[config.mk]
export PLATFORM = sky130hd
export DESIGN_NAME = unique_value_set_store_core
export DESIGN_NICKNAME = d
export VERILOG_FILES = /design/src/design/uvss_pkg.sv /design/src/design/uvss_mem.sv /design/src/design/unique_value_set_store_core.sv
export SDC_FILE = /design/constraint.sdc
export NUM_CORES = 1
export LEC_CHECK = 0
export BUFFER_PORTS_ARGS = -buffer_cell sky130_fd_sc_hd__buf_2
export CAP_MARGIN = 20
export CELL_PAD_IN_SITES_DETAIL_PLACEMENT = 0
export CELL_PAD_IN_SITES_GLOBAL_PLACEMENT = 2
export CORE_UTILIZATION = 28
export CTS_BUF_LIST = sky130_fd_sc_hd__clkbuf_2
export DETAILED_ROUTE_END_ITERATION = 8
export GPL_TIMING_DRIVEN = 0
export PLACE_DENSITY = 0.46
export SYNTH_ARGS = -nofsm -noshare
export SYNTH_HDL_FRONTEND = slang
export SYNTH_HIERARCHICAL = 1
export SYNTH_SLANG_ARGS = --single-unit
[constraint.sdc]
create_clock -name clock -period 15.9 [get_ports clock]
set_input_delay 1.59 -clock clock [delete_from_list [all_inputs] [get_ports clock]]
set_output_delay 1.59 -clock clock [all_outputs]
set_load 0.02 [all_outputs]
[src/design/uvss_pkg.sv]
// shared types and codes for the unique value set store
package uvss_pkg;

   // default configuration
   localparam int CAPACITY_DEF   = 16;
   localparam int ELEM_WIDTH_DEF = 32;

   // operation codes
   localparam logic [1:0] OP_INSERT = 2'd0;
   localparam logic [1:0] OP_ERASE  = 2'd1;
   localparam logic [1:0] OP_CLEAR  = 2'd2;

   // status codes
   localparam logic [2:0] ST_INSERTED  = 3'd0;
   localparam logic [2:0] ST_DUPLICATE = 3'd1;
   localparam logic [2:0] ST_FULL      = 3'd2;
   localparam logic [2:0] ST_ERASED    = 3'd3;
   localparam logic [2:0] ST_NOT_FOUND = 3'd4;
   localparam logic [2:0] ST_CLEARED   = 3'd5;

   // request payload
   typedef struct packed {
      logic [1:0]  op;
      logic [31:0] value;
   } req_type;

   // response payload
   typedef struct packed {
      logic [2:0] status;
      logic [4:0] count;
      logic       is_empty;
   } rsp_type;

endpackage

[src/design/uvss_mem.sv]
// entry storage: one write port, one read port with registered read data
module uvss_mem #(
   parameter int DEPTH = 16,
   parameter int WIDTH = 32,
   parameter int IDX_W = (DEPTH > 1) ? $clog2(DEPTH) : 1
) (
   input  logic             clock,
   input  logic             wr_en,
   input  logic [IDX_W-1:0] wr_addr,
   input  logic [WIDTH-1:0] wr_data,
   input  logic             rd_en,
   input  logic [IDX_W-1:0] rd_addr,
   output logic [WIDTH-1:0] rd_data
);

   logic [WIDTH-1:0] mem_ff [DEPTH];
   logic [WIDTH-1:0] rd_data_ff;

   // write port
   always_ff @(posedge clock) begin
      if (wr_en) begin
         mem_ff[wr_addr] <= wr_data;
      end
   end

   // read port, registered read data
   always_ff @(posedge clock) begin
      if (rd_en) begin
         rd_data_ff <= mem_ff[rd_addr];
      end
   end

   assign rd_data = rd_data_ff;

endmodule

[src/design/unique_value_set_store_core.sv]
// set of distinct values held in a compact memory array, top level
//
//  channel  direction  handshake             payload
//  req      in         req_valid/req_stall   req_data  (op, value)
//  rsp      out        rsp_valid/rsp_stall   rsp_data  (status, count, is_empty)
//
// one request at a time: the search reads one entry per cycle through the
// memory read port, an erase then moves each later entry down one place per
// cycle through the same read port and the write port, continuing the sweep.
// a duplicate insert ends the search at the matching entry; clear and the unused
// code go straight to the response without a search.
// reset only clears the fill count and control, the memory needs no clearing.
// a stalled response is held in the output register while the next request runs.
module unique_value_set_store_core
   import uvss_pkg::*;
#(
   parameter int CAPACITY   = CAPACITY_DEF,
   parameter int ELEM_WIDTH = ELEM_WIDTH_DEF
) (
   input  logic    clock,
   input  logic    reset,
   input  logic    req_valid,
   output logic    req_stall,
   input  req_type req_data,
   output logic    rsp_valid,
   input  logic    rsp_stall,
   output rsp_type rsp_data
);

   localparam int IDX_W = (CAPACITY > 1) ? $clog2(CAPACITY) : 1;
   localparam int CNT_W = $clog2(CAPACITY + 1);

   typedef enum logic [3:0] {
      S_IDLE   = 4'b0001,
      S_SEARCH = 4'b0010,
      S_SHIFT  = 4'b0100,
      S_DONE   = 4'b1000
   } state_type;

   state_type             state_ff, state_in;
   logic [CNT_W-1:0]      used_ff, used_in;
   logic [CNT_W-1:0]      issue_ff, issue_in;
   logic [CNT_W-1:0]      chk_idx_ff, chk_idx_in;
   logic                  chk_ff, chk_in;
   logic [1:0]            op_ff, op_in;
   logic [ELEM_WIDTH-1:0] val_ff, val_in;
   logic [2:0]            status_ff, status_in;
   logic                  rsp_valid_ff, rsp_valid_in;
   rsp_type               rsp_data_ff, rsp_data_in;

   logic                  rd_en;
   logic [ELEM_WIDTH-1:0] rd_data;
   logic                  wr_en;
   logic [IDX_W-1:0]      wr_addr;
   logic [ELEM_WIDTH-1:0] wr_data;
   logic                  issuing;
   logic                  match;
   logic [CNT_W-1:0]      shift_dst;
   logic [ELEM_WIDTH+31:0] val_ext;
   logic [CNT_W+4:0]      used_ext;

   // value compared over its low element bits
   assign val_ext = {{ELEM_WIDTH{1'b0}}, req_data.value};
   assign used_ext = {5'd0, used_ff};

   // read pipeline: issue counter runs one ahead of the compared entry
   assign issuing   = (issue_ff < used_ff) &&
                      ((state_ff == S_SEARCH) || (state_ff == S_SHIFT));
   assign rd_en     = issuing;
   assign match     = chk_ff && (rd_data == val_ff);
   assign shift_dst = chk_idx_ff - CNT_W'(1);

   uvss_mem #(
      .DEPTH (CAPACITY),
      .WIDTH (ELEM_WIDTH),
      .IDX_W (IDX_W)
   ) u_mem (
      .clock   (clock),
      .wr_en   (wr_en),
      .wr_addr (wr_addr),
      .wr_data (wr_data),
      .rd_en   (rd_en),
      .rd_addr (issue_ff[IDX_W-1:0]),
      .rd_data (rd_data)
   );

   assign req_stall = (state_ff != S_IDLE);
   assign rsp_valid = rsp_valid_ff;
   assign rsp_data  = rsp_data_ff;

   // sequencer
   always_comb begin
      state_in     = state_ff;
      used_in      = used_ff;
      issue_in     = issue_ff;
      chk_idx_in   = chk_idx_ff;
      chk_in       = 1'b0;
      op_in        = op_ff;
      val_in       = val_ff;
      status_in    = status_ff;
      rsp_valid_in = rsp_valid_ff && rsp_stall;
      rsp_data_in  = rsp_data_ff;
      wr_en        = 1'b0;
      wr_addr      = used_ff[IDX_W-1:0];
      wr_data      = val_ff;

      if (issuing) begin
         issue_in   = issue_ff + CNT_W'(1);
         chk_in     = 1'b1;
         chk_idx_in = issue_ff;
      end

      case (state_ff)
         S_IDLE: begin
            issue_in = '0;
            chk_in   = 1'b0;
            if (req_valid) begin
               op_in  = req_data.op;
               val_in = val_ext[ELEM_WIDTH-1:0];
               case (req_data.op)
                  OP_INSERT, OP_ERASE: begin
                     state_in = S_SEARCH;
                  end
                  OP_CLEAR: begin
                     used_in   = '0;
                     status_in = ST_CLEARED;
                     state_in  = S_DONE;
                  end
                  default: begin
                     status_in = ST_NOT_FOUND;
                     state_in  = S_DONE;
                  end
               endcase
            end
         end

         // linear search over the valid entries
         S_SEARCH: begin
            if (match) begin
               if (op_ff == OP_INSERT) begin
                  status_in = ST_DUPLICATE;
                  state_in  = S_DONE;
                  chk_in    = 1'b0;
               end else begin
                  state_in = S_SHIFT;
               end
            end else if (!issuing && !chk_ff) begin
               chk_in   = 1'b0;
               state_in = S_DONE;
               if (op_ff == OP_INSERT) begin
                  if (used_ff >= CNT_W'(CAPACITY)) begin
                     status_in = ST_FULL;
                  end else begin
                     wr_en     = 1'b1;
                     used_in   = used_ff + CNT_W'(1);
                     status_in = ST_INSERTED;
                  end
               end else begin
                  status_in = ST_NOT_FOUND;
               end
            end
         end

         // move later entries down one place
         S_SHIFT: begin
            if (chk_ff) begin
               wr_en   = 1'b1;
               wr_addr = shift_dst[IDX_W-1:0];
               wr_data = rd_data;
            end else if (!issuing) begin
               used_in   = used_ff - CNT_W'(1);
               status_in = ST_ERASED;
               state_in  = S_DONE;
            end
         end

         // hand result to the output register
         S_DONE: begin
            chk_in = 1'b0;
            if (!rsp_valid_ff || !rsp_stall) begin
               rsp_valid_in         = 1'b1;
               rsp_data_in.status   = status_ff;
               rsp_data_in.count    = used_ext[4:0];
               rsp_data_in.is_empty = (used_ff == '0);
               state_in             = S_IDLE;
            end
         end

         default: begin
            state_in = S_IDLE;
            chk_in   = 1'b0;
         end
      endcase
   end

   // control registers
   always_ff @(posedge clock) begin
      if (reset) begin
         state_ff     <= S_IDLE;
         used_ff      <= '0;
         chk_ff       <= 1'b0;
         rsp_valid_ff <= 1'b0;
      end else begin
         state_ff     <= state_in;
         used_ff      <= used_in;
         chk_ff       <= chk_in;
         rsp_valid_ff <= rsp_valid_in;
      end
   end

   // payload registers
   always_ff @(posedge clock) begin
      issue_ff    <= issue_in;
      chk_idx_ff  <= chk_idx_in;
      op_ff       <= op_in;
      val_ff      <= val_in;
      status_ff   <= status_in;
      rsp_data_ff <= rsp_data_in;
   end

endmodule

After elaboration in Yosys (flattened, before gate mapping)
Memories as Yosys holds them, arrays and structs flattened. A register that Yosys moved wholly into a read port is not among the register bits.
Index checks and enable logic that the tools add are counted.
{ "totals": {"mem_count": 1, "ramBits": 512, "register_bits": 66, "out_inout_bits": 11} }
{ "mem_list": {"columns": ["memory", "depth", "word_bits", "read_ports", "rd_ports_with_merged_regs", "write_ports", "line_no", "source"], "rows": [
  ["u_mem.mem_ff", 16, 32, 1, 1, 1, "uvss_mem.sv:16", "logic [WIDTH-1:0] mem_ff [DEPTH];"]
]} }
{ "classes": {"add_sub_neg": 4, "n_lt_le_gt_ge": 2, "n_eq_ne": 20, "mux": 47, "n_reduce_logical": 20} }
{ "op_table": {"columns": ["cell", "count"], "rows": [
  ["32-bit two-way mux", 2],
  ["4-bit two-way mux", 10],
  ["5-bit two-way mux", 8],
  ["32-bit equality test", 1],
  ["3-bit two-way mux", 7],
  ["4-bit case mux with 4 select lines", 1],
  ["5-bit case mux with 3 select lines", 1],
  ["2-bit != test, second input constant", 7],
  ["1-bit two-way mux", 13],
  ["5-bit by 1-bit adder with 5-bit output, second input constant", 2],
  ["3-bit case mux with 3 select lines", 1],
  ["9-bit AND reduction", 1],
  ["7-bit AND reduction", 1],
  ["2-bit by 1-bit != test with 1-bit output, second input constant", 3],
  ["3-bit by 2-bit != test with 1-bit output, second input constant", 2],
  ["3-bit case mux with 2 select lines", 1],
  ["5-bit greater-or-equal comparator, second input constant", 1],
  ["5-bit zero test", 1],
  ["5-bit < comparator", 1],
  ["5-bit AND reduction", 1],
  ["5-bit by 1-bit subtractor with 5-bit output, second input constant", 1],
  ["4-bit by 1-bit equality test with 1-bit output, second input constant", 1],
  ["4-bit by 2-bit equality test with 1-bit output, second input constant", 1],
  ["4-bit by 3-bit equality test with 1-bit output, second input constant", 1],
  ["14 further kinds", 24]
]} }

Depth between registers and ports, before layout
Gate-level depths: netlist of run 1.
{ "depth": {"word_depth": 10, "mapped_depth": 11, "ltp_nobuf": 11} }

Hierarchy
The synthesis of run 1 kept the hierarchy.
{ "by_module_without_submodules": {"columns": ["mod", "cells_per_inst", "area_each_um2", "instances"], "rows": [
  ["uvss_mem", 838, 20155.6, 1],
  ["unique_value_set_store_core", 264, 3515.9, 1]
]} }

Least setup slack after synthesis of run 1
No wires, ideal clock.
{ "synth_path": {"kind": "register -> register", "start": "register used_ff[4]", "end": "memory u_mem.mem_ff[0][0], enable pin", "period_less_slack_ns": 5.139, "setup_time_ns": 0.461, "path_slack_ns": 10.761, "stages_incl_launch_ff": 9, "arrival_time_ns": 4.678, "cell_sequence": "dfxtp_1 -> inv_1 -> ha_1 -> nand3_1 -> o211a_1 -> buf_2 -> o41ai_1 -> or3b_2 -> nor3_1"} }
{ "synth_via": {"elab_chain_cells": 9, "elab_cells_between_ends": 12, "cone_classes": "order compare: 2; mux: 7; reduce/logical: 3"} }
{ "synth_lines": {"columns": ["item", "line_no", "source"], "rows": [
  ["start, declared", "unique_value_set_store_core.sv:41", "logic [CNT_W-1:0] used_ff, used_in;"],
  ["start signal, assigned", "unique_value_set_store_core.sv:205", "used_ff <= used_in;"],
  ["5-bit < comparator", "unique_value_set_store_core.sv:67", "assign issuing = (issue_ff < used_ff) &&"],
  ["1-bit logical AND", "unique_value_set_store_core.sv:67", null],
  ["net issuing", "unique_value_set_store_core.sv:56", "logic issuing;"],
  ["1-bit zero test", null, null],
  ["1-bit logical AND", "unique_value_set_store_core.sv:147", "end else if (!issuing && !chk_ff) begin"],
  ["1-bit two-way mux", "unique_value_set_store_core.sv:147", null],
  ["1-bit two-way mux", "unique_value_set_store_core.sv:139", "if (match) begin"],
  ["1-bit case mux with 2 select lines", "unique_value_set_store_core.sv:113", "case (state_ff)"],
  ["net wr_en", "unique_value_set_store_core.sv:53", "logic wr_en;"],
  ["1-bit two-way mux", "uvss_mem.sv:21", "if (wr_en) begin"],
  ["1-bit two-way mux (implied by the code)", "uvss_mem.sv:22", "mem_ff[wr_addr] <= wr_data;"],
  ["end, declared", "uvss_mem.sv:16", null]
]} }
The timed path passes the listed nets, and every way through them passes these cells.

Worst setup path after layout of run 1
{ "layout_path": {"start": "register state_ff[0]", "end": "output port req_stall"} }
{ "layout_via": {"elab_chain_cells": 1} }
{ "layout_lines": {"columns": ["item", "line_no", "source"], "rows": [
  ["start, declared", "unique_value_set_store_core.sv:40", "state_type state_ff, state_in;"],
  ["start signal, assigned", "unique_value_set_store_core.sv:204", "state_ff <= state_in;"],
  ["4-bit by 1-bit != test with 1-bit output", "unique_value_set_store_core.sv:87", "assign req_stall = (state_ff != S_IDLE);"],
  ["end, declared", "unique_value_set_store_core.sv:23", "output logic req_stall,"]
]} }
No other way between the ends.

==> results.yml, run 1 <==
status:
  status: "finished, final reports clean"
global_routing:
  track_usage_pct: 16.04
  antenna_found_initial: 2
  grt_overflow: 0
  grt_pass1_wl_um: 94580
  grt_max_degree: 42
  grt_pass1_vias: 12760
power_and_ir_drop:
  switching_share_pct: 24.72
  pwr-share-clk_pct: 37.1
  irDropWorstVdd_mv: 0.05217
  switchingPower_uw: 747.2
  internal_power_mw: 2.276
  power_frac_seq_pct: 59.8
  power_density_nw_per_um2: 109.7
  power_frac_comb_pct: 3.1
  power_leakage_nw: 8.926
critical_path:
  cp_slowest_stage_delay_ns: 0.83
  endpoint: "req_stall"
  path_buf_inv: 2
  critPathLaunchType: "flip-flop"
  r2r_slack_ns: 11.38
  path_cells: "nor4b_2 -> inv_1 -> buf_2"
  worstPathMaxFanout: 10
  crit_cells: 3
  worstPathArrival_ns: 2.94
  path_delay_family: "simple AND/OR/NAND/NOR gates"
  critPathSlowestCell: "nor4b_2"
  end_kind: "primary output"
  startpoint: "state_ff[0]"
  ff2ff_path_depth: 12
  reg2reg_from: "used_ff[1]"
  path_class: "reg -> out"
  cp.required_ns: 14.31
  reg2reg_to: "u_mem/mem_ff[12][12]"
clock_network:
  cts-root-buf: "clkbuf_2"
  numCtsBuffers: 168
  hold_buffers: 0
  cts.sinks: 610
  cts_setup_buffers: 0
  ctsResizeCount: 0
  clk_pin_slew_ns: 0.12
  cts_max_level: 4
  clockBufferDepth: 3
  cts_tree: "done"
  clk_latency_ns: 1.30
synth:
  syn-cell-area_um2: 23670
  synth_top_family_by_area: "multiplexers"
  synth_warnings: 6
  synth_edf_count: 594
  yosysSeqAreaShare_pct: 76.71
  yosys.area_share.adder_pct: 0.5603
  synth_cells: 1102
  synth-compound-area-share_pct: 2.986
  synthMostInstantiatedCell: "edfxtp_1"
  synth_seq_cells: 610
  synth_top_area_share_pct: 75.35
  yosys.area_share.simple_pct: 2.638
  synth_common_cells: "edfxtp_1, mux4_2, a22oi_1"
  synth.area.mux_share_pct: 14.36
  synth_fp_nets: 1150
  synth_area_leaders: "edfxtp_1, mux4_2, a22oi_1"
  ys.flop_type: "edfxtp_1"
  synth_area_leader_cell: "edfxtp_1"
  avgSynthCellArea_um2: 21.48
  synth.distinct_cells: 50
  async_flop_share_pct: 0
  synth-xor-area-share_pct: 1.517
timing:
  fin_crit_ns: 4.525
  slew_headroom_pct: 25.74
  period_share_pct: 28.46
  final_hold_viol_count: 0
  fmax_ghz: 0.2210
  tightest_slew_ns: 1.114
  grt_setup_unrepaired: "no"
  setup_tns_ns: 0
  hold_slack_ns: 0.4321
  setup_viol: 0
  fin_skew_ns: 0.08361
  setup_ws_ns: 11.37
  drv_slew: 0
layout:
  layout-drive-gt1-share_pct: 37.66
  seqCellArea_um2: 18160
  final_nets: 1404
  fillers: 8159
  multi_input_area_um2: 5334
  syn2layout_area_growth_pct: 16.38
  fin_area_um2: 27550
place:
  post_dp_cell_area_um2: 26040
  place.gp.congestion: 0.6838
  pre_cts_ws_ns: 11.32
  place_hpwl_um: 41920
  io_buffers: 48
die:
  dieHeight_um: 292.8
  die_area_um2: 85710
  initial_core_util_pct: 28.29
  die_w_um: 292.8
  pin_count: 49
  rows: 106
  core_area_um2: 83690
drt:
  ant_nets: 0
  wl_um: 66950
  drc: 0
  wl_per_cell_um: 25.69
  drt_iter0_markers: 818
  drtPass1Iterations: 5
  vias: 12010
  viasPerCell: 4.609
job:
  drv_cap: 0
min_path:
  hp-class: "in -> reg"
==> cell type report <==
type | count | area share [%]
Tap cell | 1134 | 5.150
Sequential cell | 610 | 65.91
Clock buffer | 238 | 4.324
Inverter | 10 | 0.1363
Clock inverter | 47 | 1.113
Timing Repair Buffer | 84 | 3.066
Antenna cell | 1 | 0.009083
Multi-Input combinational cell | 434 | 19.36
Buffer | 48 | 0.9311
==> worst min-delay path by stage <==
stage | startpoint | endpoint | slack [ns] | cells after the start
5_1_grt | req_data[9] | val_ff[9] | 0.23 | 1
6_report | req_data[9] | val_ff[9] | 0.43 | 1
3_5_place_dp | status_ff[2] | rsp_data[8] | 0.41 | 0
3_3_place_gp | status_ff[0] | rsp_data[6] | 0.40 | 0
2_1_floorplan | status_ff[0] | rsp_data[6] | 0.40 | 0
4_1_cts | req_data[9] | val_ff[9] | 0.16 | 1
==> per-layer routing <==
layer	share of wire, %	GRT usage (%)	wire length, um
met4	2.2	5.721	1490
met5	0.019	0	13
met2	48	25.67	32090
met3	4.8	3.536	3187
met1	45	21.41	30170
==> placed cells by master, fill, tap and decap left out, types with 8 or more instances in the layout <==
| cell | instances |
|---|---|
| inv_1 | 9 |
| buf_6 | 17 |
| buf_4 | 12 |
| mux4_2 | 128 |
| mux2_4 | 31 |
| nor2_1 | 16 |
| buf_12 | 13 |
| ha_1 | 9 |
| clkbuf_2 | 238 |
| clkinv_1 | 26 |
| nor2_4 | 12 |
| xnor2_1 | 9 |
| edfxtp_1 | 594 |
| clkinv_2 | 8 |
| nand2_1 | 42 |
| xor2_1 | 32 |
| a21oi_1 | 11 |
| buf_2 | 55 |
| dfxtp_1 | 16 |
| clkbuf_1 | 17 |
| a22oi_1 | 66 |
| buf_1 | 10 |
| o21ai_0 | 9 |
==> stage by stage <==
| step | util [%] | cells | power, mW |
|---|---|---|---|
| final | 32.92 | 2606 | 3.023 |
| after global placement | 30.27 | 2284 | 1.937 |
| after detailed placement | 31.11 | 2319 | 1.942 |
| after global routing | 32.92 | 2606 | 3.179 |
| after CTS | 32.90 | 2604 | 3.094 |
| after floorplan | - | 1102 | 1.891 |
==> registers in the layout (all words and copies together), names as in the netlist, 2 cells and up <==
signal,count
u_mem/rd_data,32
val_ff,32
u_mem/mem_ff,512
status_ff,3
issue_ff,5
used_ff,5
rsp_data,9
chk_idx_ff,4
op_ff,2
state_ff,4
==> logic make-up (layout without fill, tap and decap cells) <==
logic type / Yosys count / after routing
flip-flops: 610 / 610
multiplexers: 164 / 164
AND/OR/NAND/NOR: 120 / 120
AO/OA/AOI/OAI: 99 / 99
buffers and inverters: 58 / 427
XOR/XNOR: 41 / 41
adder cells (fa/ha/maj): 10 / 10
other: 0 / 1
==> power by group through the flow <==
stage                     clock network, mW  logic (mW)  registers (mW)
after CTS                              1.19      0.0979            1.81
final                                  1.12      0.0949            1.81
after global routing                   1.27       0.104            1.81
after floorplan                           0      0.0514            1.84
after global placement                    0      0.0917            1.85
after detailed placement                  0      0.0979            1.84
(Power assumes the default switching activity.)
==> run 2: changes to the inputs <==
- ABC_AREA: unset -> 1
- PLACE_DENSITY: 0.46 -> 0.56
- clock period: 15.9 -> 3.9 ns (I/O delays scaled with it)
==> results.yml, run 2 <==
timing:
  fmax_ghz: 0.2669
  setup_tns_ns: 0
  fin_crit_ns: 3.747
  hold_slack_ns: 0.2190
  tightest_slew_ns: 1.113
  period_share_pct: 96.08
  slew_headroom_pct: 25.81
  final_hold_viol_count: 0
  fin_skew_ns: 0.08508
  setup_viol: 0
  setup_ws_ns: 0.1530
  grt_setup_unrepaired: "no"
  drv_slew: 0
power_and_ir_drop:
  irDropWorstVdd_mv: 0.1782
  power_leakage_nw: 13.68
  power_density_nw_per_um2: 422.3
synth:
  synthMostInstantiatedCell: "nand2_1"
  avgSynthCellArea_um2: 10.24
  synth_seq_cells: 610
  synth_area_leaders: "edfxtp_1, nand2_1, nand3_1"
  synth_top_area_share_pct: 66.10
  synth_cells: 2634
  syn-cell-area_um2: 26980
  synth_warnings: 6
  synth_edf_count: 594
  synth_area_leader_cell: "edfxtp_1"
  ys.flop_type: "edfxtp_1"
  synth_common_cells: "nand2_1, edfxtp_1, inv_1"
  synth.distinct_cells: 39
  synth_fp_nets: 2682
  yosysSeqAreaShare_pct: 67.29
  async_flop_share_pct: 0
clock_network:
  clockBufferDepth: 3
  cts-root-buf: "clkbuf_2"
  cts_tree: "done"
  clk_pin_slew_ns: 0.10
  numCtsBuffers: 177
  cts.sinks: 610
  clk_latency_ns: 1.40
  cts_max_level: 4
layout:
  layout_commonest_cell: "nand2_1"
  fin_util_pct: 33.73
  syn2layout_area_growth_pct: 19.13
  largest_reg_flops: 512
  regMostFlops: "u_mem/mem_ff"
  final_nets: 3047
  mostFrequentLayoutCells: "nand2_1, edfxtp_1, inv_1"
  layout-drive-gt1-share_pct: 16.11
  stdcell_count: 4390
critical_path:
  cp.required_ns: 4.93
  path_class: "reg -> reg"
  r2r_slack_ns: 0.15
  critPathLaunchType: "flip-flop"
  worstPathArrival_ns: 4.78
  worstPathMaxFanout: 17
  end_kind: "flip-flop"
place:
  place.gp.congestion: 0.7655
  io_buffers: 48
  place_hpwl_um: 62750
  dp_cells: 3989
  pre_cts_ws_ns: -0.02689
die:
  rows: 113
  die_w_um: 312.4
  core_area_um2: 95290
  initial_core_util_pct: 28.32
  die_area_um2: 97620
  pin_count: 49
  dieHeight_um: 312.4
global_routing:
  grt_pass1_vias: 18870
  antenna_found_initial: 2
  track_usage_pct: 19.46
  grt_max_degree: 23
  grt_pass1_wl_um: 133100
  grt_overflow: 0
drt:
  drc: 0
  vias: 19330
  drt_iter0_markers: 1464
  wl_um: 93930
  drtPass1Iterations: 5
  wl_per_cell_um: 21.40
  viasPerCell: 4.403
  ant_nets: 0
job:
  drv_cap: 0
min_path:
  hp-class: "in -> reg"
status:
  status: "finished, final reports clean"
==> run 2: cell types whose count changed after synthesis, moves of 23 or more <==
cell,delta
o21ai_0,+25
xor2_1,-23
mux2_4,-31
nand2_1,+805
buf_6,+25
buf_2,+36
inv_1,+462
a22oi_1,-66
nor2_1,+41
mux4_2,-128
nand3_1,+395
==> run 2: timing repair <==
action,CTS,global route
pin swaps,8,6
hold buffers,77,0
setup endpoints to repair,67,62
setup buffers,9,10
resized for setup,1,0
endpoints found under the hold margin,92,0
==> run 2: power breakdown <==
part / switching [mW] / total, mW / internal, mW
clock network: 2.82 / 4.73 / 1.92
registers: 0.0838 / 7.51 / 7.43
logic: 0.934 / 1.33 / 0.396
==> run 2: per-layer routing <==
layer  share of wire (%)  track usage (%)  routed length, um
met1                  44            25.18              41600
met4                 2.0            6.116               1852
met5                   0                0                  0
met3                 5.1            3.670               4770
met2                  49            32.78              45710
==> run 2: per-stage QoR <==
| step | area [um^2] | power [mW] |
|---|---|---|
| detailed placement | 29550 | 8.950 |
| floorplan | 26980 | 8.353 |
| global route | 32140 | 14.27 |
| CTS | 32000 | 13.84 |
| global placement | 28810 | 8.861 |
| finish | 32150 | 13.57 |
==> run 2: kinds of logic (layout without fill, tap and decap cells) <==
family	count (synthesis)	after routing	share of synthesized area, %
buf+inv	592	1075	9.408
xor+xnor	15	15	0.4869
fa+ha+maj	10	10	0.4915
flops	610	610	67.29
other cells	0	8	0
simple gates	1347	1347	21.15
compound gates	60	60	1.173
==> run 2: worst max-delay path, cell delays in order (launching register included) <==
cell,delay (ns)
dfxtp_1,0.38
nor2_2,0.17
nand3_4,0.17
nor2_4,0.24
inv_2,0.16
clkbuf_2,0.53
nand2_1,0.38
nand2_1,0.30
nor2_4,0.73
buf_12,0.27
==> run 2: final cells by class <==
type                       instances  area (um^2)
antenna                            8        20.02
buffer                           112        734.5
clock buffer                     252         1261
clock inverter                    45        267.8
fill                            9855        63150
inverter                         480         1807
multi-input combinational       1432         6416
sequential                       610        18160
tap                             1265         1583
timing repair buffer             186         1901
==> run 2: worst paths after layout <==
path | from | depth (start not counted) | to
worst max-delay path | state_ff[0] | 9 | u_mem/mem_ff[0][15]
worst min-delay path | req_data[12] | 3 | val_ff[12]
worst max register to register | state_ff[0] | 9 | u_mem/mem_ff[0][15]
worst min register to register | status_ff[2] | 0 | rsp_data[8]
==> run 3: changes to the inputs <==
- ABC_AREA: 1 -> 0
- CORE_UTILIZATION: 28 -> 47
- PLACE_DENSITY: 0.56 -> 0.75
==> results.yml, run 3 (same netlist as run 1, synthesis figures left out) <==
layout:
  mostFrequentLayoutCells: "edfxtp_1, clkbuf_2, mux4_2"
  largest_reg_flops: 512
  final_nets: 1479
  layout_commonest_cell: "edfxtp_1"
  stdcell_count: 2200
  syn2layout_area_growth_pct: 17.98
  regMostFlops: "u_mem/mem_ff"
  fillers: 3875
  layout-drive-gt1-share_pct: 35.07
critical_path:
  path_class: "reg -> reg"
  path_delay_family: "simple AND/OR/NAND/NOR gates"
  end_kind: "flip-flop"
  cp_slowest_stage_delay_ns: 0.76
  path_buf_inv: 0
  path_cells: "xor2_1 -> nor4_1 -> nand4_1 -> nor4_4 -> a21oi_2 -> nor4b_1"
  cp.required_ns: 4.78
  worstPathArrival_ns: 4.63
  critPathSlowestCell: "nor4_1"
  critPathLaunchType: "flip-flop"
  worstPathMaxFanout: 7
timing:
  period_share_pct: 96.36
  fmax_ghz: 0.2661
  final_hold_viol_count: 0
  fin_crit_ns: 3.758
  grt_setup_unrepaired: "no"
  hold_slack_ns: 0.2093
  setup_viol: 0
  fin_skew_ns: 0.08665
  slew_headroom_pct: 36.91
  drv_slew: 0
  setup_ws_ns: 0.1418
  tightest_slew_ns: 0.9438
die:
  core_area_um2: 49360
  die_w_um: 226.4
  die_area_um2: 51270
  rows: 81
  pin_count: 49
  initial_core_util_pct: 47.96
  dieHeight_um: 226.4
job:
  drv_cap: 0
global_routing:
  grt_pass1_vias: 12780
  grt_max_degree: 28
  grt_overflow: 0
  antenna_found_initial: 1
  track_usage_pct: 23.04
  grt_pass1_wl_um: 81610
drt:
  drtPass1Iterations: 5
  wl_um: 55910
  drc: 0
  wl_per_cell_um: 25.41
  vias: 12190
  drt_iter0_markers: 1174
  viasPerCell: 5.542
  ant_nets: 0
power_and_ir_drop:
  power_leakage_nw: 9.244
  irDropWorstVdd_mv: 0.2142
  power_density_nw_per_um2: 432.6
status:
  status: "finished, final reports clean"
clock_network:
  cts_max_level: 4
  numCtsBuffers: 154
  clk_pin_slew_ns: 0.10
  clk_latency_ns: 1.31
  cts-root-buf: "clkbuf_2"
  clockBufferDepth: 3
  cts_tree: "done"
  cts.sinks: 610
place:
  dp_cells: 1839
  place.gp.congestion: 0.7606
  io_buffers: 48
  place_hpwl_um: 34350
  pre_cts_ws_ns: -0.4974
min_path:
  hp-class: "in -> reg"
-- run 3: final timing paths --
check,slack (ns),endpoint,depth (start not counted),from
max reg2reg,0.14,status_ff[2],6,u_mem/rd_data[13]
min,0.21,rsp_data[1],3,rsp_stall
max,0.14,status_ff[2],6,u_mem/rd_data[13]
min reg2reg,0.44,rsp_data[8],0,status_ff[2]
-- run 3: repair_timing --
| item | in CTS | in global routing |
|---|---|---|
| hold buffers | 75 | 0 |
| pin swaps | 13 | 2 |
| resized for setup | 2 | 1 |
| buffers inserted | 23 | 2 |
| endpoints found under the hold margin | 92 | 0 |
| endpoints found under the setup margin | 398 | 42 |
-- run 3: area by class of cell --
class	count	area, um^2	share of cell area, %
timing repair buffer	173	1897	6.792
clock buffer	210	1051	3.763
inverter	10	37.54	0.1344
clock inverter	49	327.8	1.174
buffer	48	254.0	0.9095
multi-input combinational	434	5366	19.22
tap	664	830.8	2.975
antenna	2	5.005	0.01792
sequential	610	18160	65.02
-- run 3: tightest hold or removal path, cell delays in order --
cell and delay, ns:
dlygate4sd3_1 0.52, buf_2 0.10, a21oi_1 0.23
-- run 3: per-stage QoR --
step / total power [mW] / area (um^2) / setup TNS (ns) / utilization [%]
final: 12.08 / 27930 / 0 / 56.58
after global routing: 12.61 / 27920 / 0 / 56.58
after CTS: 12.23 / 27910 / 0 / 56.54
after detailed placement: 7.892 / 25420 / -71.87 / 51.51
after global placement: 7.862 / 24790 / -941.89 / 50.23
after floorplan: 7.708 / 23720 / -40.08 / -
-- run 3: routing by layer --
metal  global-route usage, %  vias up  wire length, um
li1                        -     5334                -
met1                   28.66     6364            22450
met2                   38.40      427            28560
met3                   6.648       67             3732
met4                   8.435        0             1161
met5                       0        -                0
-- run 3: where the power goes --
group          total (mW)  leakage, nW  switching (mW)  internal [mW]
sequential           7.37         5.49          0.0453           7.32
combinational       0.435         2.73           0.277          0.158
clock                4.28         1.02            2.55           1.73
total                12.1         9.24            2.88           9.21
